$ cat src/nfpc_pkg.sv
package nfpc_pkg;

  // Op codes as they arrive on the input channel.
  localparam logic [2:0] OP_READ    = 3'd0;
  localparam logic [2:0] OP_PROGRAM = 3'd1;
  localparam logic [2:0] OP_ERASE   = 3'd2;
  localparam logic [2:0] OP_ARM     = 3'd3;
  localparam logic [2:0] OP_DISARM  = 3'd4;

  localparam int OP_W     = 3;
  localparam int ADDR_W   = 16;
  localparam int END_W    = 17;
  localparam int DATA_W   = 8;
  localparam int BUDGET_W = 32;

  // Wide enough to hold the largest supported array size (16 MiB).
  localparam int RANGE_W = 25;

  localparam int QUEUE_DEPTH  = 2;
  localparam int QPTR_W       = $clog2(QUEUE_DEPTH);
  // Queue entries, the item in execution and the output register.
  localparam int MAX_INFLIGHT = QUEUE_DEPTH + 2;

  localparam logic [DATA_W-1:0] ERASED_BYTE = 8'hFF;

  // What the front end decided an item is.
  typedef enum logic [2:0] {
    KIND_READ,
    KIND_PROGRAM,
    KIND_ERASE,
    KIND_ARM,
    KIND_DISARM,
    KIND_NOP,
    KIND_FAIL
  } kind_t;

  typedef struct packed {
    kind_t                kind;
    logic [ADDR_W-1:0]    addr;
    logic [DATA_W-1:0]    data;
    logic [BUDGET_W-1:0]  budget;
  } item_t;

  typedef struct packed {
    logic  valid;
    item_t item;
  } q_head_t;

  typedef enum logic [1:0] {
    ST_CLEAR,
    ST_IDLE,
    ST_EXEC
  } back_state_t;

endpackage

$ cat src/nfpc_in_if.sv
interface nfpc_in_if;
  logic                             valid;
  logic                             ready;
  logic [nfpc_pkg::OP_W-1:0]        op;
  logic [nfpc_pkg::ADDR_W-1:0]      byte_address;
  logic [nfpc_pkg::END_W-1:0]       access_end;
  logic [nfpc_pkg::DATA_W-1:0]      write_data;
  logic [nfpc_pkg::BUDGET_W-1:0]    cut_bytes;

  modport source (
    output valid, op, byte_address, access_end, write_data, cut_bytes,
    input  ready
  );
  modport sink (
    input  valid, op, byte_address, access_end, write_data, cut_bytes,
    output ready
  );
endinterface

$ cat src/nfpc_front.sv
module nfpc_front #(
  parameter int FLASH_BYTES = 65536
) (
  nfpc_in_if.sink         in_ch,
  input  logic            clear_busy,
  input  logic            q_full,
  output logic            push,
  output nfpc_pkg::item_t push_item
);

  localparam logic [nfpc_pkg::RANGE_W-1:0] SIZE = nfpc_pkg::RANGE_W'(FLASH_BYTES);

  logic in_range;

  assign in_ch.ready = !clear_busy && !q_full;
  assign push        = in_ch.valid && in_ch.ready;

  // The access end may sit exactly at the array size; the byte itself must lie inside.
  assign in_range = (nfpc_pkg::RANGE_W'(in_ch.access_end) <= SIZE) &&
                    (nfpc_pkg::RANGE_W'(in_ch.byte_address) < SIZE);

  always_comb begin
    push_item.addr   = in_ch.byte_address;
    push_item.data   = in_ch.write_data;
    push_item.budget = in_ch.cut_bytes;
    case (in_ch.op)
      nfpc_pkg::OP_READ: begin
        push_item.kind = in_range ? nfpc_pkg::KIND_READ : nfpc_pkg::KIND_FAIL;
      end
      nfpc_pkg::OP_PROGRAM: begin
        push_item.kind = in_range ? nfpc_pkg::KIND_PROGRAM : nfpc_pkg::KIND_FAIL;
      end
      nfpc_pkg::OP_ERASE: begin
        push_item.kind = in_range ? nfpc_pkg::KIND_ERASE : nfpc_pkg::KIND_FAIL;
      end
      nfpc_pkg::OP_ARM: begin
        push_item.kind = nfpc_pkg::KIND_ARM;
      end
      nfpc_pkg::OP_DISARM: begin
        push_item.kind = nfpc_pkg::KIND_DISARM;
      end
      default: begin
        push_item.kind = nfpc_pkg::KIND_NOP;
      end
    endcase
  end

endmodule

$ cat src/flat_wrapper.sv
// flat-port wrapper written by rule: the top's interface ports become plain ports
module nfpc_front_flat 
#(
  parameter int FLASH_BYTES = 65536
)
  (clear_busy, q_full, push, push_item, in_ch_valid, in_ch_op, in_ch_byte_address, in_ch_access_end, in_ch_write_data, in_ch_cut_bytes, in_ch_ready);
  nfpc_in_if in_ch_i ();
  input  logic clear_busy;
  input  logic q_full;
  output logic push;
  output nfpc_pkg::item_t push_item;
  input wire logic [$bits(in_ch_i.valid)-1:0] in_ch_valid;
  input wire logic [$bits(in_ch_i.op)-1:0] in_ch_op;
  input wire logic [$bits(in_ch_i.byte_address)-1:0] in_ch_byte_address;
  input wire logic [$bits(in_ch_i.access_end)-1:0] in_ch_access_end;
  input wire logic [$bits(in_ch_i.write_data)-1:0] in_ch_write_data;
  input wire logic [$bits(in_ch_i.cut_bytes)-1:0] in_ch_cut_bytes;
  output wire logic [$bits(in_ch_i.ready)-1:0] in_ch_ready;
  assign in_ch_i.valid = in_ch_valid;
  assign in_ch_i.op = in_ch_op;
  assign in_ch_i.byte_address = in_ch_byte_address;
  assign in_ch_i.access_end = in_ch_access_end;
  assign in_ch_i.write_data = in_ch_write_data;
  assign in_ch_i.cut_bytes = in_ch_cut_bytes;
  assign in_ch_ready = in_ch_i.ready;
  nfpc_front #(.FLASH_BYTES(FLASH_BYTES)) u_core (.in_ch(in_ch_i), .clear_busy(clear_busy), .q_full(q_full), .push(push), .push_item(push_item));
endmodule
$ cat config.mk
export PLATFORM = sky130hd
export DESIGN_NAME = nfpc_front_flat
export DESIGN_NICKNAME = d
export VERILOG_FILES = /design/src/nfpc_pkg.sv /design/src/nfpc_in_if.sv /design/src/nfpc_front.sv /design/src/flat_wrapper.sv
export SDC_FILE = /design/constraint.sdc
export NUM_CORES = 1
export LEC_CHECK = 0
export BUFFER_PORTS_ARGS = -buffer_cell sky130_fd_sc_hd__buf_2
export CAP_MARGIN = 20
export CORE_AREA = 2 2 55 57
export DETAILED_ROUTE_END_ITERATION = 7
export DIE_AREA = 0 0 57 59
export MAX_ROUTING_LAYER = met4
export PLACE_DENSITY = 0.82
export SLEW_MARGIN = 30
export SYNTH_ARGS = -nofsm -noshare
export SYNTH_HDL_FRONTEND = slang
export SYNTH_SLANG_ARGS = --single-unit
export TNS_END_PERCENT = 10
$ cat constraint.sdc
create_clock -name vclk -period 1.33
set_clock_uncertainty 0.1 [all_clocks]
set_input_delay 0.1995 -clock vclk [all_inputs]
set_output_delay 0.1995 -clock vclk [all_outputs]
set_load 0.02 [all_outputs]
==> summary.txt, run 1 <==
max-slew violations: 0
Distinct cells, synth: 13
Horiz. Die Dim: 57 µm
Clock power frac: 0%
first-pass detailed-route iteration total: 2
Leak: 0.157 nW
vias per cell: 4.41
Starting Density: 19.1%
share of layout cells above drive strength 1: 74.4%
post-synthesis xor/xnor area fraction: 0%
first-pass GRT wire length: 1350 µm
cells along the critical path: buf_6 -> nor4_4 -> nand4_1 -> a22o_1 -> buf_6
WP buf/inv: 2
Yosys warning total: 0
fill count: 302
CP Data Required Time: 1030 ps
site row count: 19
Area growth syn-to-layout: -32.0%
WL per Instance: 15.0 µm
CP peak stage delay: 270 ps
gate count after technology mapping: 71
dpl cell area: 275 µm²
crit path time final: 1400 ps
hold_ws: 299 ps
register area: 0 µm²
synthesized netlist net count: 150
DRC errors left: 0
crit end category: output port
Hold WC Path Type: primary input to output port
Syn Area/Cell: 7.28 µm²
power density over the cells: 280 nW/µm²
port buffer count: 28
Ant. Diodes: 0
Antenna Violating Nets Remaining: 0
synthesized-area fraction occupied by adder cells: 0%
Tot GR Track Use: 5.46%
GRT Residual Overflow: 0
part of the power in registers: 0%
RSZ-0062 raised after global routing: true
failing checks: negative setup slack
vias in the first global route: 288
worst hold start: in_ch_byte_address[6]
P_sw: 0.0000433 W
max-cap viol count: 0
Synth Area in Simple Gates: 12.6%
Logic pwr share: 100.0%
crit path DAT: 1100 ps
startpoint types: primary input
internal power: 0.0000550 W
slowest stage cell, crit path: nor4_4
post-route clock period utilization: 105%
Slew headroom: 85.6%
mux share of post-synthesis cell area: 0%
GP Congestion: 0.508
Hold Vio Cnt, Final: 0
Vias: 326
Die H: 59 µm
Max VDD drop: 0.0726 mV
io pins: 140
# hold bufs at CTS: 0
main combinational cell family by area after synthesis: buffers and inverters
setup slack after layout: -72.1 ps
CP top delay family: simple AND/OR/NAND/NOR gates
clk_buf instances: 0
Core Area: 2710 µm²
Sw Ratio: 44.0%
Post-Syn Area: 517 µm²
initial antenna violation count: 0
worst-margin pin slew: 215 ps
fmax: 713 MHz
Setup Buffers After CTS: 0
hpwl dp: 909 µm
pin count of the biggest net entering global routing: 6
crit path max fanout: 3
Power Total: 0.0000983 W
die area: 3360 µm²
Final Cell Area: 352 µm²
outcome: finished, violations left
Compound-Gate Fraction of Synth Area: 5.33%
DRC violation total after the first TritonRoute iteration: 13
Core Util, Final: 13.0%
Critical Path Start: in_ch_access_end[15]
Final setup viols: 3
most frequent CP cell: buf_6
post-synthesis sequential area ratio: 0%
Routed WL: 1110 µm
FF+latch count: 0
Nets: 124
Setup Crit Path Kind: primary input to output port
==> cells in the final DEF, fill, tap and decap left out <==
| cell type | count |
|---|---|
| a21oi_1 | 2 |
| a22o_1 | 1 |
| a31o_1 | 1 |
| and2_1 | 1 |
| buf_2 | 21 |
| buf_4 | 1 |
| buf_6 | 6 |
| inv_1 | 1 |
| nand2_1 | 1 |
| nand4_1 | 1 |
| nor2_1 | 1 |
| nor2b_1 | 1 |
| nor3b_1 | 1 |
| nor4_2 | 2 |
| nor4_4 | 2 |
==> power groups by stage <==
stage | clock network, W | registers [W] | logic (W)
detailed placement | 0 | 0 | 0.0000744
CTS | 0 | 0 | 0.0000992
global route | 0 | 0 | 0.000105
floorplan | 0 | 0 | 0.000273
finish | 0 | 0 | 0.0000983
global placement | 0 | 0 | 0.0000740
==> repair_timing <==
action / in CTS / in global routing
endpoints found under the hold margin: 0 / 0
gates resized for setup: 13 / 0
pin swaps: 6 / 2
endpoints found under the setup margin: 3 / 3
==> metal layers <==
layer,global-route usage [%],up-vias,part of all wire [%]
met5,-,-,0
met4,7.64,0,12
met3,3.49,30,27
met2,10.3,51,45
met1,1.85,127,16
li1,-,118,-
==> synthesized netlist by cell type <==
master   instances  area share (%)
buf_4           56              81
nor4_1           3             3.6
a21oi_1          2             1.9
a22o_1           1             1.7
a31o_1           1             1.7
and2_1           1             1.2
inv_1            1            0.73
nand2_1          1            0.73
nand4_1          1             1.2
nor2_1           1            0.73
nor2b_1          1             1.2
nor3b_1          1             1.5
nor4_2           1             2.4
==> kinds of logic after synthesis <==
logic type,after synthesis
buffers and inverters,57
and+or+nand+nor,10
AOI/OAI and AO/OA,4
==> metrics by stage <==
step | cells | setup TNS [ps] | setup WS [ps]
detailed placement | 74 | -656 | -249
global route | 74 | -416 | -160
finish | 74 | -171 | -72.1
global placement | 74 | -635 | -243
CTS | 74 | -235 | -108
floorplan | 71 | 0 | 48.1
==> final timing paths <==
check	depth (start not counted)	end	slack, ps
setup / recovery	5	push_item[57]	-70
hold / removal	0	push_item[46]	300
==> cell type report <==
| class | instances | area, µm² | share of cell area (%) |
|---|---|---|---|
| multi-input combinational | 14 | 129 | 36.7 |
| timing repair buffer | 28 | 180 | 51.2 |
| tap | 31 | 38.8 | 11.0 |
| inverter | 1 | 3.75 | 1.07 |
No activity file was read; power rests on OpenSTA's default activity.
==> inputs of run 2 (changes only) <==
--- a/config.mk
+++ b/config.mk
@@ -10,7 +10,6 @@
 export CORE_AREA = 2 2 55 57
 export DETAILED_ROUTE_END_ITERATION = 7
 export DIE_AREA = 0 0 57 59
-export MAX_ROUTING_LAYER = met4
 export PLACE_DENSITY = 0.82
 export SLEW_MARGIN = 30
 export SYNTH_ARGS = -nofsm -noshare
==> run 2 against run 1 <==
Global-route usage down 0.16 points. Sequential share of layout area unchanged. Die area unchanged. Critical path type unchanged. Final cell count unchanged. Design area unchanged. Fmax unchanged. Count of clock-buffer cells in the layout unchanged. Non-clock buffer count unchanged. The flow still finishes with violations (negative setup slack). Wire length down 0.36%. Critical endpoint unchanged.
==> summary.txt, run 2 (synthesized netlist as in run 1, its figures left out) <==
failing checks: negative setup slack (unchanged)
hold_ws: 299 ps (unchanged)
pin count of the biggest net entering global routing: 6 (unchanged)
Antenna Violating Nets Remaining: 0 (unchanged)
Leak: 0.157 nW (unchanged)
GP Congestion: 0.508 (about the same)
Ant. Diodes: 0 (unchanged)
worst-margin pin slew: 215 ps (unchanged)
FF+latch count: 0 (unchanged)
CP Data Required Time: 1030 ps (about the same)
Final setup viols: 3 (unchanged)
port buffer count: 28 (unchanged)
Power Total: 0.0000983 W (unchanged)
Hold WC Path Type: primary input to output port (unchanged)
setup slack after layout: -72.1 ps (unchanged)
crit path time final: 1400 ps (unchanged)
vias in the first global route: 288 (unchanged)
Core Util, Final: 13.0% (unchanged)
GRT Residual Overflow: 0 (unchanged)
crit end category: output port (unchanged)
max-cap viol count: 0 (unchanged)
commonest non-fill, non-tap cell in the layout: buf_2 (unchanged)
Area growth syn-to-layout: -32.0% (unchanged)
dpl cell area: 275 µm² (unchanged)
Max VDD drop: 0.0726 mV (unchanged)
Starting Density: 19.1% (unchanged)
fill count: 302 (unchanged)
power density over the cells: 280 nW/µm² (unchanged)
fmax: 713 MHz (unchanged)
Die H: 59 µm (unchanged)
max-slew violations: 0 (unchanged)
Routed WL: 1110 µm (about the same)
pre-CTS setup slack: -249 ps (unchanged)
RSZ-0062 raised after global routing: true (unchanged)
site row count: 19 (unchanged)
post-route clock period utilization: 105% (unchanged)
Hold Vio Cnt, Final: 0 (unchanged)
most frequent cells in the layout: buf_2 (21), buf_6 (6), nor4_2 (2), nor4_4 (2), a21oi_1 (2) (unchanged)
Vias: 326 (unchanged)
multi-input logic area: 129 µm² (unchanged)
Horiz. Die Dim: 57 µm (unchanged)
first-pass GRT wire length: 1350 µm (unchanged)
DRC errors left: 0 (unchanged)
register area: 0 µm² (unchanged)
Tot GR Track Use: 5.30% (was 5.46%)
vias per cell: 4.41 (unchanged)
Final Cell Area: 352 µm² (unchanged)
Core Area: 2710 µm² (unchanged)
Slew headroom: 85.6% (unchanged)
crit path DAT: 1100 ps (about the same)
hpwl dp: 909 µm (unchanged)
Setup Crit Path Kind: primary input to output port (unchanged)
DRC violation total after the first TritonRoute iteration: 13 (unchanged)
initial antenna violation count: 0 (unchanged)
io pins: 140 (unchanged)
share of layout cells above drive strength 1: 74.4% (unchanged)
Setup Buffers After CTS: 0 (unchanged)
startpoint types: primary input (unchanged)
clk_buf instances: 0 (unchanged)
first-pass detailed-route iteration total: 2 (unchanged)
Nets: 124 (unchanged)
crit path max fanout: 3 (unchanged)
outcome: finished, violations left (unchanged)
WL per Instance: 15.0 µm (about the same)
die area: 3360 µm² (unchanged)
## run 2: power by group
group	leakage [nW]	switching (W)	internal (W)
clock network	0	0	0
registers	0	0	0
logic	0.157	0.0000433	0.0000550
## run 2: timing repair
item	4_1_cts	5_1_grt
endpoints found under the setup margin	3	3
hold endpoints to repair	0	0
pin swaps	6	2
resized for setup	13	0
hold buffers	0	0
## run 2: metal layers
layer | global-route usage [%] | vias to the layer above | share of wire, %
li1 | - | 118 | -
met1 | 1.85 | 127 | 16
met2 | 10.3 | 51 | 45
met3 | 3.49 | 30 | 27
met4 | 7.64 | 0 | 12
met5 | 0 | - | 0
## run 2: layout make-up
class | count | share of cell area, %
Timing Repair Buffer | 28 | 51.2
Tap cell | 31 | 11.0
Inverter | 1 | 1.07
Multi-Input combinational cell | 14 | 36.7
## run 2: worst max-delay path: stages
cell     delay, ps
buf_6          100
nor4_4         270
nand4_1        180
a22o_1         230
buf_6          130
## run 2: path summary, 6_finish.rpt
| kind | slack, ps | cells after the start | end | start |
|---|---|---|---|---|
| worst min-delay path | 300 | 0 | push_item[46] | in_ch_byte_address[6] |
| worst max-delay path | -70 | 5 | push_item[57] | in_ch_access_end[15] |
## run 2: stage by stage
step,setup TNS (ps),cells
global route,-416,74
global placement,-635,74
finish,-171,74
CTS,-235,74
floorplan,0,71
detailed placement,-656,74
