===== src/nfpc_pkg.sv =====
package nfpc_pkg;

  // Op codes as they arrive on the input channel.
  localparam logic [2:0] OP_READ    = 3'd0;
  localparam logic [2:0] OP_PROGRAM = 3'd1;
  localparam logic [2:0] OP_ERASE   = 3'd2;
  localparam logic [2:0] OP_ARM     = 3'd3;
  localparam logic [2:0] OP_DISARM  = 3'd4;

  localparam int OP_W     = 3;
  localparam int ADDR_W   = 16;
  localparam int END_W    = 17;
  localparam int DATA_W   = 8;
  localparam int BUDGET_W = 32;

  // Wide enough to hold the largest supported array size (16 MiB).
  localparam int RANGE_W = 25;

  localparam int QUEUE_DEPTH  = 2;
  localparam int QPTR_W       = $clog2(QUEUE_DEPTH);
  // Queue entries, the item in execution and the output register.
  localparam int MAX_INFLIGHT = QUEUE_DEPTH + 2;

  localparam logic [DATA_W-1:0] ERASED_BYTE = 8'hFF;

  // What the front end decided an item is.
  typedef enum logic [2:0] {
    KIND_READ,
    KIND_PROGRAM,
    KIND_ERASE,
    KIND_ARM,
    KIND_DISARM,
    KIND_NOP,
    KIND_FAIL
  } kind_t;

  typedef struct packed {
    kind_t                kind;
    logic [ADDR_W-1:0]    addr;
    logic [DATA_W-1:0]    data;
    logic [BUDGET_W-1:0]  budget;
  } item_t;

  typedef struct packed {
    logic  valid;
    item_t item;
  } q_head_t;

  typedef enum logic [1:0] {
    ST_CLEAR,
    ST_IDLE,
    ST_EXEC
  } back_state_t;

endpackage


===== src/nfpc_queue.sv =====
module nfpc_queue (
  input  logic              clk,
  input  logic              rst_n,
  input  logic              push,
  input  nfpc_pkg::item_t   push_item,
  output logic              full,
  output nfpc_pkg::q_head_t head,
  input  logic              pop
);

  nfpc_pkg::item_t                slot_r [nfpc_pkg::QUEUE_DEPTH];
  logic [nfpc_pkg::QPTR_W-1:0]    wr_ptr_r, wr_ptr_nxt;
  logic [nfpc_pkg::QPTR_W-1:0]    rd_ptr_r, rd_ptr_nxt;
  logic [nfpc_pkg::QPTR_W:0]      cnt_r, cnt_nxt;

  assign full       = cnt_r == (nfpc_pkg::QPTR_W + 1)'(nfpc_pkg::QUEUE_DEPTH);
  assign head.valid = cnt_r != '0;
  assign head.item  = slot_r[rd_ptr_r];

  always_comb begin
    wr_ptr_nxt = wr_ptr_r;
    rd_ptr_nxt = rd_ptr_r;
    cnt_nxt    = cnt_r;
    if (push) begin
      wr_ptr_nxt = (wr_ptr_r == nfpc_pkg::QPTR_W'(nfpc_pkg::QUEUE_DEPTH - 1)) ?
                   '0 : wr_ptr_r + 1'b1;
    end
    if (pop) begin
      rd_ptr_nxt = (rd_ptr_r == nfpc_pkg::QPTR_W'(nfpc_pkg::QUEUE_DEPTH - 1)) ?
                   '0 : rd_ptr_r + 1'b1;
    end
    if (push && !pop) begin
      cnt_nxt = cnt_r + 1'b1;
    end else if (pop && !push) begin
      cnt_nxt = cnt_r - 1'b1;
    end
  end

  always_ff @(posedge clk) begin
    if (!rst_n) begin
      wr_ptr_r <= '0;
      rd_ptr_r <= '0;
      cnt_r    <= '0;
    end else begin
      wr_ptr_r <= wr_ptr_nxt;
      rd_ptr_r <= rd_ptr_nxt;
      cnt_r    <= cnt_nxt;
    end
  end

  always_ff @(posedge clk) begin
    if (push) begin
      slot_r[wr_ptr_r] <= push_item;
    end
  end

endmodule


===== config.mk =====
export PLATFORM = sky130hd
export DESIGN_NAME = nfpc_queue
export DESIGN_NICKNAME = d
export VERILOG_FILES = /design/src/nfpc_pkg.sv /design/src/nfpc_queue.sv
export SDC_FILE = /design/constraint.sdc
export NUM_CORES = 1
export LEC_CHECK = 0
export BUFFER_PORTS_ARGS = -buffer_cell sky130_fd_sc_hd__buf_2
export CAP_MARGIN = 0
export CORE_AREA = 2 2 95 97
export CTS_BUF_LIST = sky130_fd_sc_hd__clkbuf_8
export CTS_CLUSTER_SIZE = 25
export DETAILED_ROUTE_END_ITERATION = 7
export DIE_AREA = 0 0 97 99
export HOLD_SLACK_MARGIN = 0.05
export PLACE_DENSITY = 0.86
export RECOVER_POWER = 25
export SLEW_MARGIN = 20
export SYNTH_ARGS = -nofsm -noshare
export SYNTH_HDL_FRONTEND = slang
export SYNTH_SLANG_ARGS = --single-unit
export TNS_END_PERCENT = 50

===== constraint.sdc =====
create_clock -name clk -period 4.71 [get_ports clk]
set_clock_uncertainty 0.15 [all_clocks]
set_input_delay 0.471 -clock clk [delete_from_list [all_inputs] [get_ports clk]]
set_output_delay 0.471 -clock clk [all_outputs]
set_load 0.01 [all_outputs]

==> out/metrics.csv, run 1 <==
stage,metric,value,unit
power,leak pwr,2.14,nW
worst_setup_path,critical path class,register to primary output,
clock_tree,Clock Path Buffers,2,
worst_setup_path,Worst setup SP type,register,
placed_design,Buffers on Ports,123,
timing,Sum Neg Setup Slack,0,ns
placed_design,Post-DP HPWL,5080,microns
worst_setup_path,crit path max fanout,33,
timing,worst hold margin,0.0938,ns
route,final wirelength,7460,microns
die,Die Area,9600,sq um
power,P per Cell Area,437,nW/um^2
timing,unrepaired setup endpoints after global routing,false,
min_path,Worst Hold End,slot_r[1][47],
clock_tree,CTS Sinks,123,
global_routing,initial antenna violation count,0,
global_routing,first-pass GRT wire length,12100,microns
timing,period utilization,61.3,%
die,Die Span Y,99,microns
min_path,hold path cells,1,
synth,post-synthesis compound-gate area fraction,0.443,%
finish,nets,409,
synth,mux contribution to synthesized area,15.5,%
route,DR WL met3,473,microns
synth,largest family of logic cells by synthesized area,multiplexers,
synth,synth warn,0,
worst_setup_path,worst reg2reg path depth,2,
route,Initial DRC Count,111,
synth,Post-Synth XOR/XNOR Area,0.581,%
finish,final instance area,5660,sq um
die,floorplan row count,34,
synth,Mean Syn Cell Area,22.0,sq um
worst_setup_path,Worst EP required,4.09,ns
worst_setup_path,FF-to-FF setup slack,2.67,ns
clock_tree,Root Buffer,clkbuf_8,
placed_design,Final Wtd Congestion,0.741,
worst_setup_path,Critical R2R Launch,wr_ptr_r,
global_routing,largest net degree at the start of global routing,39,
synth,"Seq/Total Area, Yosys",80.6,%
finish,"commonest non-fill, non-tap cell in the layout",edfxtp_1,
timing,worst-margin pin slew,0.770,ns
worst_setup_path,Crit. End Element,primary output,
clock_tree,TritonCTS buffer count,17,
route,routed length on met2,3890,microns
clock_tree,Post-CTS Setup Bufs,0,
timing,Slew headroom,48.7,%
route,Detail Route Antenna Nets,0,
clock_tree,Post-CTS Resized,0,
die,I/O pin count,124,
synth,Yosys reg bits,123,
synth,"Cell Area, Synth",4520,sq um
die,Initial Util,52.9,%
timing,"Slew Viols, Final",0,
worst_setup_path,Reg2Reg Capture Point,slot_r[1][22],
power,VDD IR max,0.256,mV
finish,ant diodes,0,
finish,Layout area overhead,25.2,%
clock_tree,"Clk Latency, worst-skew pair",0.40,ns
placed_design,Place WS,2.20,ns
finish,Layout fillers,609,
timing,max frequency,346,MHz
synth,Cells after Synth,206,
clock_tree,CTS H-tree depth,4,
worst_setup_path,WP data arrival,2.27,ns
synth,top-area cell type share of the netlist area,78.4,%
timing,final setup fails,0,
route,DRC viols,0,
route,met1 WL,3010,microns
synth,leading area contributor after synthesis,edfxtp_1,
route,Top Metal Used,met4,
synth,Post-Synth Simple-Gate Area,1.25,%
global_routing,All-Layer GR Usage,16.7,%
route,Via Count,2313,
synth,"Distinct cells, synth",18,
route,WL/cell,16.0,microns
placed_design,area post-placement,5250,sq um
synth,Syn Nets,270,
finish,ratio of cells with drive above 1 in the final layout,55.3,%
timing,Final WS setup,1.82,ns
min_path,Hold Crit Class,primary input to register,
status,status,"complete, no violations",
timing,Final Hold Viols,0,
run,maxcap violations,0,
clock_tree,Worst-path clk slew,0.07,ns
finish,most frequent cells in the layout,"edfxtp_1, buf_2, mux2_2",
route,vias per cell,4.96,
synth,Adder-Cell Fraction of Synth Area,0.277,%
die,core area,8550,sq um
clock_tree,CTS tree,yes,
die,Die W,97,microns
route,1st-pass router iterations,4,
timing,min cycle time layout,2.89,ns
global_routing,GR Overflow Total,0,
min_path,Hold Path Origin,push_item[47],
synth,largest cells by area after synthesis,"edfxtp_1, mux2_2, mux2_4",
clock_tree,Post-CTS Hold Buffers,0,
global_routing,vias in the first global route,2532,
## state kept, by name (all words and copies together) (netlist names), named ones only
register,flops
wr_ptr_r,1
slot_r,118
cnt_r,2
rd_ptr_r,1
## metrics by stage
| stage | std cells | utilization (%) | total power [mW] |
|---|---|---|---|
| 6_report | 466 | 66.2 | 2.48 |
| 5_1_grt | 466 | 66.2 | 2.57 |
| 4_1_cts | 465 | 66.2 | 2.50 |
| 3_5_place_dp | 433 | 61.4 | 1.56 |
| 3_3_place_gp | 433 | 61.4 | 1.54 |
| 2_1_floorplan | 206 | - | 1.45 |
## cell families after synthesis
family,count (synthesis)
flops,123
simple gates,9
fa+ha+maj,1
compound gates,3
mux,59
xor+xnor,3
buf+inv,8
## layout make-up
| cell class | count | area [sq um] | area share, % |
|---|---|---|---|
| Sequential cell | 123 | 3640 | 64.4 |
| Clock buffer | 17 | 234 | 4.13 |
| Inverter | 1 | 3.75 | 0.0663 |
| Multi-Input combinational cell | 75 | 826 | 14.6 |
| Clock inverter | 15 | 183 | 3.23 |
| Tap cell | 108 | 135 | 2.39 |
| Timing Repair Buffer | 127 | 633 | 11.2 |
## layer usage
layer	global-route usage [%]	vias to the layer above
met3	5.32	9
met5	0	-
li1	-	1089
met2	28.5	90
met4	7.04	0
met1	19.6	1125
## worst max-delay path: stages (launching register included)
cell and delay [ns]:
dfxtp_2 0.83, buf_4 0.49, mux2_2 0.40, buf_2 0.14
## worst max path at each step
stage / start / end / slack, ns / cells after the start
finish: register / head[54] / 1.82 / 3
global route: register / head[54] / 1.62 / 3
CTS: register / head[54] / 1.72 / 3
detailed placement: register / head[54] / 2.20 / 3
global placement: register / head[17] / 2.21 / 3
floorplan: push / slot_r[0][0] / 0.97 / 1
## Yosys cell counts
cell type,n
edfxtp_1,118
mux2_2,49
mux2_4,10
dfxtp_1,5
and2_1,4
buf_2,4
nor2b_1,3
buf_6,2
xor2_1,2
a21boi_1,1
buf_8,1
ha_1,1
inv_1,1
o21a_1,1
o21ai_0,1
or2_2,1
or3_1,1
xnor2_1,1
## report_power, final
part	leakage (nW)	total [mW]	switching, mW	internal, mW
clock network	0.213	0.948	0.381	0.567
logic	0.776	0.239	0.116	0.123
registers	1.15	1.29	0.0258	1.26
(Power assumes the default switching activity.)
==> run 2, diff against run 1 <==
--- a/config.mk
+++ b/config.mk
@@ -5,15 +5,16 @@
 export SDC_FILE = /design/constraint.sdc
 export NUM_CORES = 1
 export LEC_CHECK = 0
+export ABC_AREA = 1
 export BUFFER_PORTS_ARGS = -buffer_cell sky130_fd_sc_hd__buf_2
 export CAP_MARGIN = 0
-export CORE_AREA = 2 2 95 97
+export CORE_AREA = 2 2 100 102
 export CTS_BUF_LIST = sky130_fd_sc_hd__clkbuf_8
 export CTS_CLUSTER_SIZE = 25
 export DETAILED_ROUTE_END_ITERATION = 7
-export DIE_AREA = 0 0 97 99
+export DIE_AREA = 0 0 102 104
 export HOLD_SLACK_MARGIN = 0.05
-export PLACE_DENSITY = 0.86
+export PLACE_DENSITY = 0.83
 export RECOVER_POWER = 25
 export SLEW_MARGIN = 20
 export SYNTH_ARGS = -nofsm -noshare
==> constraint.sdc (replaced) <==
create_clock -name clk -period 2.6 [get_ports clk]
set_clock_uncertainty 0.15 [all_clocks]
set_input_delay 0.26 -clock clk [delete_from_list [all_inputs] [get_ports clk]]
set_output_delay 0.26 -clock clk [all_outputs]
set_load 0.01 [all_outputs]
==> run 2 against run 1 <==
Effect of this change:
- non-clock buffer count grew 65
- clock-buffer cell count is the same
- register-to-register slack lost 2.0 ns
- routed wire length grew 22%
- largest power group unchanged
- worst hold slack gained 0.048 ns
==> out/metrics.csv, run 2 <==
stage,metric,value,unit,change
finish,max FFs per register,118,,unchanged
placed_design,Buffers on Ports,123,,unchanged
route,Detail Route Antenna Nets,0,,unchanged
worst_setup_path,crit path max fanout,17,,was 33
route,Initial DRC Count,90,,was 111
synth,Post-synth ARST share,0,%,unchanged
placed_design,Post-DP HPWL,4990,microns,was 5080 microns
clock_tree,"Clk Latency, worst-skew pair",0.42,ns,was 0.40 ns
worst_setup_path,CP max stage cell,dfxtp_2,,unchanged
timing,Final Hold Viols,0,,unchanged
worst_setup_path,Critical R2R Launch,wr_ptr_r,,unchanged
min_path,hold path cells,3,,was 1
finish,nets,487,,was 409
timing,period utilization,87.3,%,
clock_tree,TritonCTS buffer count,17,,unchanged
finish,fin util,66.8,%,was 66.2%
clock_tree,CTS H-tree depth,4,,unchanged
clock_tree,Root Buffer,clkbuf_8,,unchanged
die,Die Span Y,104,microns,was 99 microns
route,WL/cell,16.0,microns,about the same
timing,max frequency,441,MHz,
finish,Finished Layout Cells,569,,was 466
worst_setup_path,FF-to-FF setup slack,0.64,ns,was 2.67 ns
global_routing,All-Layer GR Usage,17.7,%,was 16.7%
die,floorplan row count,36,,was 34
synth,Cells after Synth,219,,was 206
finish,biggest regs,"slot_r (118), cnt_r (2)",,unchanged
finish,area occupied by multi-input gates,807,sq um,was 826 sq um
finish,largest register by flop count,slot_r,,unchanged
timing,Sum Neg Setup Slack,0,ns,unchanged
die,I/O pin count,124,,unchanged
placed_design,area post-placement,5330,sq um,was 5250 sq um
finish,storage element area,3640,sq um,unchanged
power,P per Cell Area,731,nW/um^2,was 437 nW/um^2
power,VDD IR max,0.460,mV,was 0.256 mV
finish,Layout area overhead,40.8,%,was 25.2%
synth,number of synthesized flops with an enable pin,118,,unchanged
worst_setup_path,Reg2Reg Capture Point,wr_ptr_r,,was slot_r[1][22]
run,maxcap violations,0,,unchanged
die,Initial Util,47.4,%,was 52.9%
synth,ys flop type,edfxtp_1,,unchanged
worst_setup_path,Worst setup SP type,register,,unchanged
status,status,"complete, no violations",,unchanged
synth,largest cells by area after synthesis,"edfxtp_1, mux2_2, mux2_4",,unchanged
route,Via Count,2677,,was 2313
min_path,Hold Path Origin,push,,was push_item[47]
min_path,Worst Hold End,cnt_r[0],,was slot_r[1][47]
die,Die Area,10600,sq um,was 9600 sq um
finish,"commonest non-fill, non-tap cell in the layout",edfxtp_1,,unchanged
route,final wirelength,9110,microns,was 7460 microns
timing,"Slew Viols, Final",0,,unchanged
worst_setup_path,CP cell instances,buf_4 -> mux2_2 -> buf_2,,unchanged
global_routing,largest net degree at the start of global routing,32,,was 39
worst_setup_path,critical path's largest stage delay,0.59,ns,was 0.83 ns
finish,ratio of cells with drive above 1 in the final layout,44.7,%,was 55.3%
route,1st-pass router iterations,4,,unchanged
synth,Mean Syn Cell Area,20.7,sq um,was 22.0 sq um
timing,unrepaired setup endpoints after global routing,false,,unchanged
route,DRC viols,0,,unchanged
global_routing,first-pass GRT wire length,13900,microns,was 12100 microns
finish,ant diodes,0,,unchanged
synth,Syn Nets,283,,was 270
die,Die W,102,microns,was 97 microns
worst_setup_path,critical path class,register to primary output,,unchanged
synth,synth warn,0,,unchanged
synth,"Seq/Total Area, Yosys",80.4,%,was 80.6%
finish,final instance area,6380,sq um,was 5660 sq um
clock_tree,Worst-path clk slew,0.08,ns,was 0.07 ns
synth,Yosys reg bits,123,,unchanged
power,leak pwr,2.43,nW,was 2.14 nW
worst_setup_path,WP data arrival,1.86,ns,was 2.27 ns
timing,min cycle time layout,2.27,ns,
synth,leading area contributor after synthesis,edfxtp_1,,unchanged
clock_tree,Post-CTS Setup Bufs,0,,unchanged
synth,Synth top cells by count,"edfxtp_1, mux2_2, mux2_4",,unchanged
placed_design,Placed Cells,474,,was 433
finish,Layout fillers,674,,was 609
global_routing,initial antenna violation count,0,,unchanged
timing,final setup fails,0,,unchanged
placed_design,Final Wtd Congestion,0.682,,was 0.741
clock_tree,Clock Path Buffers,2,,unchanged
synth,most frequent cell after synthesis,edfxtp_1,,unchanged
worst_setup_path,Crit. End Element,primary output,,unchanged
timing,Slew headroom,72.9,%,was 48.7%
synth,"Distinct cells, synth",15,,was 18
timing,worst-margin pin slew,0.407,ns,was 0.770 ns
worst_setup_path,Worst EP required,2.19,ns,was 4.09 ns
die,core area,9550,sq um,was 8550 sq um
global_routing,vias in the first global route,2908,,was 2532
min_path,Hold Crit Class,primary input to register,,unchanged
clock_tree,Post-CTS Hold Buffers,63,,was 0
route,vias per cell,4.70,,was 4.96
synth,"Cell Area, Synth",4530,sq um,was 4520 sq um
finish,most frequent cells in the layout,"edfxtp_1, buf_2, dlygate4sd3_1",,"was edfxtp_1, buf_2, mux2_2"
global_routing,GR Overflow Total,0,,unchanged
synth,top-area cell type share of the netlist area,78.2,%,was 78.4%
clock_tree,CTS Sinks,123,,unchanged
clock_tree,Post-CTS Resized,0,,unchanged
worst_setup_path,worst reg2reg path depth,5,,was 2
clock_tree,CTS tree,yes,,unchanged
[run 2: cell count changes after synthesis, moves of 2 or more]
cell	previous run	this run
xor2_1	2	0
inv_1	1	8
nor2b_1	3	0
and2_1	4	0
nand2_1	0	9
nor2_1	0	8
[run 2: logic make-up (layout without fill, tap and decap cells)]
| group | Yosys count | count (layout) | synth area share, % |
|---|---|---|---|
| DFF | 123 | 123 | 80.4 |
| muxes | 59 | 59 | 15.5 |
| and+or+nand+nor | 19 | 19 | 1.66 |
| buffers and inverters | 15 | 232 | 1.93 |
| AOI/OAI and AO/OA | 2 | 2 | 0.221 |
| adders and majority gates | 1 | 1 | 0.276 |
[run 2: through the flow]
step	setup WS, ns	hold slack (ns)	power, mW
floorplan	0.159	0.209	2.59
global placement	0.788	0.297	2.76
detailed placement	0.758	0.301	2.78
CTS	0.283	0.0704	4.70
global route	0.209	0.144	4.83
finish	0.331	0.141	4.66
[run 2: how the worst max path moves through the flow]
stage | from | slack, ns | endpoint
3_5_place_dp | register | 0.76 | head[10]
5_1_grt | register | 0.21 | head[10]
4_1_cts | register | 0.28 | head[10]
2_1_floorplan | wr_ptr_r | 0.16 | slot_r[0][0]
6_report | register | 0.33 | head[10]
3_3_place_gp | register | 0.79 | head[10]
[run 2: worst max-delay path: cells and delay by family, from the launching register on]
family / cells / cell delay [ns]
flops: 1 / 0.59
mux: 1 / 0.37
buf+inv: 2 / 0.47
[run 2: final cells by class]
type / instances / area share (%)
timing repair buffer: 192 / 20.1
inverter: 8 / 0.471
sequential: 123 / 57.2
tap: 133 / 2.61
multi-input combinational: 81 / 12.7
clock buffer: 17 / 3.67
clock inverter: 15 / 3.35
[run 2: report_power, final]
group / switching (mW) / internal (mW)
registers: 0.0335 / 2.29
clock network: 0.788 / 1.06
logic: 0.233 / 0.256
total: 1.05 / 3.61
[run 2: routing by layer]
metal	track usage (%)	vias to the layer above	wire length (microns)
met3	6.52	17	567
met2	31.0	114	4980
met1	18.5	1294	3400
met4	8.19	0	162
li1	-	1252	-
met5	0	-	0
==> run 3, diff against run 2 <==
==> constraint.sdc (replaced) <==
create_clock -name clk -period 2.6 [get_ports clk]
set_clock_uncertainty 0.15 [all_clocks]
set_input_delay 0.52 -clock clk [delete_from_list [all_inputs] [get_ports clk]]
set_output_delay 0.52 -clock clk [all_outputs]
set_load 0.05 [all_outputs]
==> run 3 against run 2 <==
Effect of this change:
- final cell count fell by 11%
- sequential power barely moved
- die area is the same
- register-to-register slack better by 0.45 ns
- maximum frequency down 3.9%
- sequential share of layout area increased by 7.0 points
- clock power fell by 15%
- power decreased by 2.0%
- routed wire length decreased by 18%
- critical path type unchanged
- highest routed layer unchanged
- cell area down 11%
- core utilization down 7.3 points
==> out/metrics.csv, run 3 (same netlist as run 2, synthesis figures left out) <==
stage,metric,value,unit,change
placed_design,Final Wtd Congestion,0.705,,was 0.682
route,1st-pass router iterations,4,,unchanged
timing,Sum Neg Setup Slack,0,ns,unchanged
clock_tree,Post-CTS Resized,0,,unchanged
route,Detail Route Antenna Nets,0,,unchanged
finish,ratio of cells with drive above 1 in the final layout,55.1,%,was 44.7%
worst_setup_path,Crit. End Element,primary output,,unchanged
worst_setup_path,CP max stage cell,mux2_2,,was dfxtp_2
finish,most frequent cells in the layout,"edfxtp_1, buf_2, mux2_2",,"was edfxtp_1, buf_2, dlygate4sd3_1"
finish,ant diodes,0,,unchanged
clock_tree,TritonCTS buffer count,17,,unchanged
global_routing,vias in the first global route,2463,,was 2908
die,Die W,102,microns,unchanged
worst_setup_path,Worst EP required,1.93,ns,was 2.19 ns
route,Initial DRC Count,78,,was 90
status,status,"complete, no violations",,unchanged
clock_tree,"Clk Latency, worst-skew pair",0.41,ns,was 0.42 ns
clock_tree,CTS tree,yes,,unchanged
clock_tree,Post-CTS Setup Bufs,0,,unchanged
worst_setup_path,"Buf+Inv Stages, Crit Path",2,,unchanged
global_routing,largest net degree at the start of global routing,60,,was 32
clock_tree,CTS H-tree depth,4,,unchanged
route,DRC viols,0,,unchanged
global_routing,GR Overflow Total,0,,unchanged
timing,Final Hold Viols,0,,unchanged
power,leak pwr,2.19,nW,was 2.43 nW
die,Initial Util,47.4,%,unchanged
power,P per Cell Area,805,nW/um^2,was 731 nW/um^2
min_path,Hold Crit Class,primary input to register,,unchanged
timing,"Slew Viols, Final",0,,unchanged
worst_setup_path,crit path max fanout,59,,was 17
global_routing,first-pass GRT wire length,11800,microns,was 13900 microns
clock_tree,Post-CTS Hold Buffers,0,,was 63
timing,period utilization,90.8,%,was 87.3%
die,core area,9550,sq um,unchanged
worst_setup_path,"delay-heaviest family, CP",buffers and inverters,,was flip-flops
finish,Finished Layout Cells,505,,was 569
finish,Layout area overhead,25.4,%,was 40.8%
die,floorplan row count,36,,unchanged
worst_setup_path,WP data arrival,1.69,ns,was 1.86 ns
worst_setup_path,CP endpoint,head[9],,was head[10]
global_routing,initial antenna violation count,0,,unchanged
placed_design,Post-DP HPWL,4880,microns,was 4990 microns
worst_setup_path,Worst path depth,3,,unchanged
timing,Slew headroom,66.2,%,was 72.9%
die,I/O pin count,124,,unchanged
worst_setup_path,Critical R2R Launch,wr_ptr_r,,unchanged
finish,biggest regs,"slot_r (118), cnt_r (2)",,unchanged
clock_tree,Worst-path clk slew,0.07,ns,was 0.08 ns
clock_tree,Clock Path Buffers,2,,unchanged
run,maxcap violations,0,,unchanged
finish,nets,423,,was 487
timing,worst-margin pin slew,0.507,ns,was 0.407 ns
worst_setup_path,critical path class,register to primary output,,unchanged
finish,"commonest non-fill, non-tap cell in the layout",edfxtp_1,,unchanged
worst_setup_path,CP cell instances,buf_12 -> mux2_2 -> buf_2,,was buf_4 -> mux2_2 -> buf_2
placed_design,Placed Cells,473,,was 474
worst_setup_path,FF-to-FF setup slack,1.09,ns,was 0.64 ns
timing,unrepaired setup endpoints after global routing,false,,unchanged
timing,max frequency,424,MHz,was 441 MHz
timing,final setup fails,0,,unchanged
die,Die Area,10600,sq um,unchanged
power,VDD IR max,0.488,mV,was 0.460 mV
min_path,Hold Path Origin,push_item[32],,was push
timing,min cycle time layout,2.36,ns,was 2.27 ns
die,Die Span Y,104,microns,unchanged
finish,largest register by flop count,slot_r,,unchanged
route,vias per cell,4.65,,was 4.70
route,Via Count,2346,,was 2677
worst_setup_path,worst reg2reg path depth,3,,was 5
power,total power,4.57,mW,was 4.66 mW
route,WL/cell,14.9,microns,was 16.0 microns
worst_setup_path,Worst setup SP type,register,,unchanged
worst_setup_path,Reg2Reg Capture Point,slot_r[1][25],,was wr_ptr_r
route,final wirelength,7510,microns,was 9110 microns
worst_setup_path,critical path's largest stage delay,0.40,ns,was 0.59 ns
placed_design,Buffers on Ports,123,,unchanged
clock_tree,Root Buffer,clkbuf_8,,unchanged
clock_tree,CTS Sinks,123,,unchanged
global_routing,All-Layer GR Usage,15.2,%,was 17.7%
finish,max FFs per register,118,,unchanged
run 3: changes by cell type in the layout (fill, tap and decap cells not counted), sizes merged:
cell	change
clkinvlp	-1
clkbuf	-11
buf	+13
inv	-1
bufinv	-2
dlygate4sd3	-63
clkinv	+1
run 3: area by class of cell:
class	count	area, sq um
Tap cell	133	166
Timing Repair Buffer	128	649
Fill cell	766	3870
Inverter	8	30.0
Clock inverter	12	108
Sequential cell	123	3640
Multi-Input combinational cell	81	807
Clock buffer	20	275
run 3: metal layers:
metal / part of all wire, % / GRT usage [%] / vias up / wire [microns]
met1: 39 / 15.9 / 1125 / 2910
met5: 0 / 0 / - / 0
met2: 53 / 26.0 / 82 / 3940
li1: - / - / 1124 / -
met4: 1.9 / 7.71 / 0 / 141
met3: 6.9 / 5.78 / 15 / 517
run 3: worst min-delay path by stage:
stage          cells past startpoint  slack [ns]       endpoint
3_5_place_dp                       2        0.34       rd_ptr_r
6_report                           1        0.14  slot_r[1][32]
2_1_floorplan                      2        0.31       register
4_1_cts                            1        0.11   slot_r[0][5]
5_1_grt                            1        0.11  slot_r[0][48]
3_3_place_gp                       2        0.33       rd_ptr_r
run 3: worst register-to-register path, cell delays in order, from the launching register on:
cell and delay, ns:
dfxtp_1 0.39, nand2_1 0.10, inv_2 0.06, buf_4 0.43
run 3: stage by stage:
stage / hold slack (ns) / utilization [%] / cell area, sq um / worst slack (ns)
global route: 0.107 / 59.5 / 5680 / 0.160
floorplan: 0.313 / - / 4540 / 0.298
CTS: 0.106 / 59.7 / 5700 / 0.193
global placement: 0.328 / 55.6 / 5310 / 0.659
finish: 0.140 / 59.5 / 5680 / 0.240
detailed placement: 0.343 / 55.6 / 5310 / 0.661
run 3: power breakdown:
group	leakage [nW]	switching, mW	internal, mW
logic	0.832	0.476	0.194
clock network	0.209	0.677	0.905
registers	1.15	0.0259	2.29
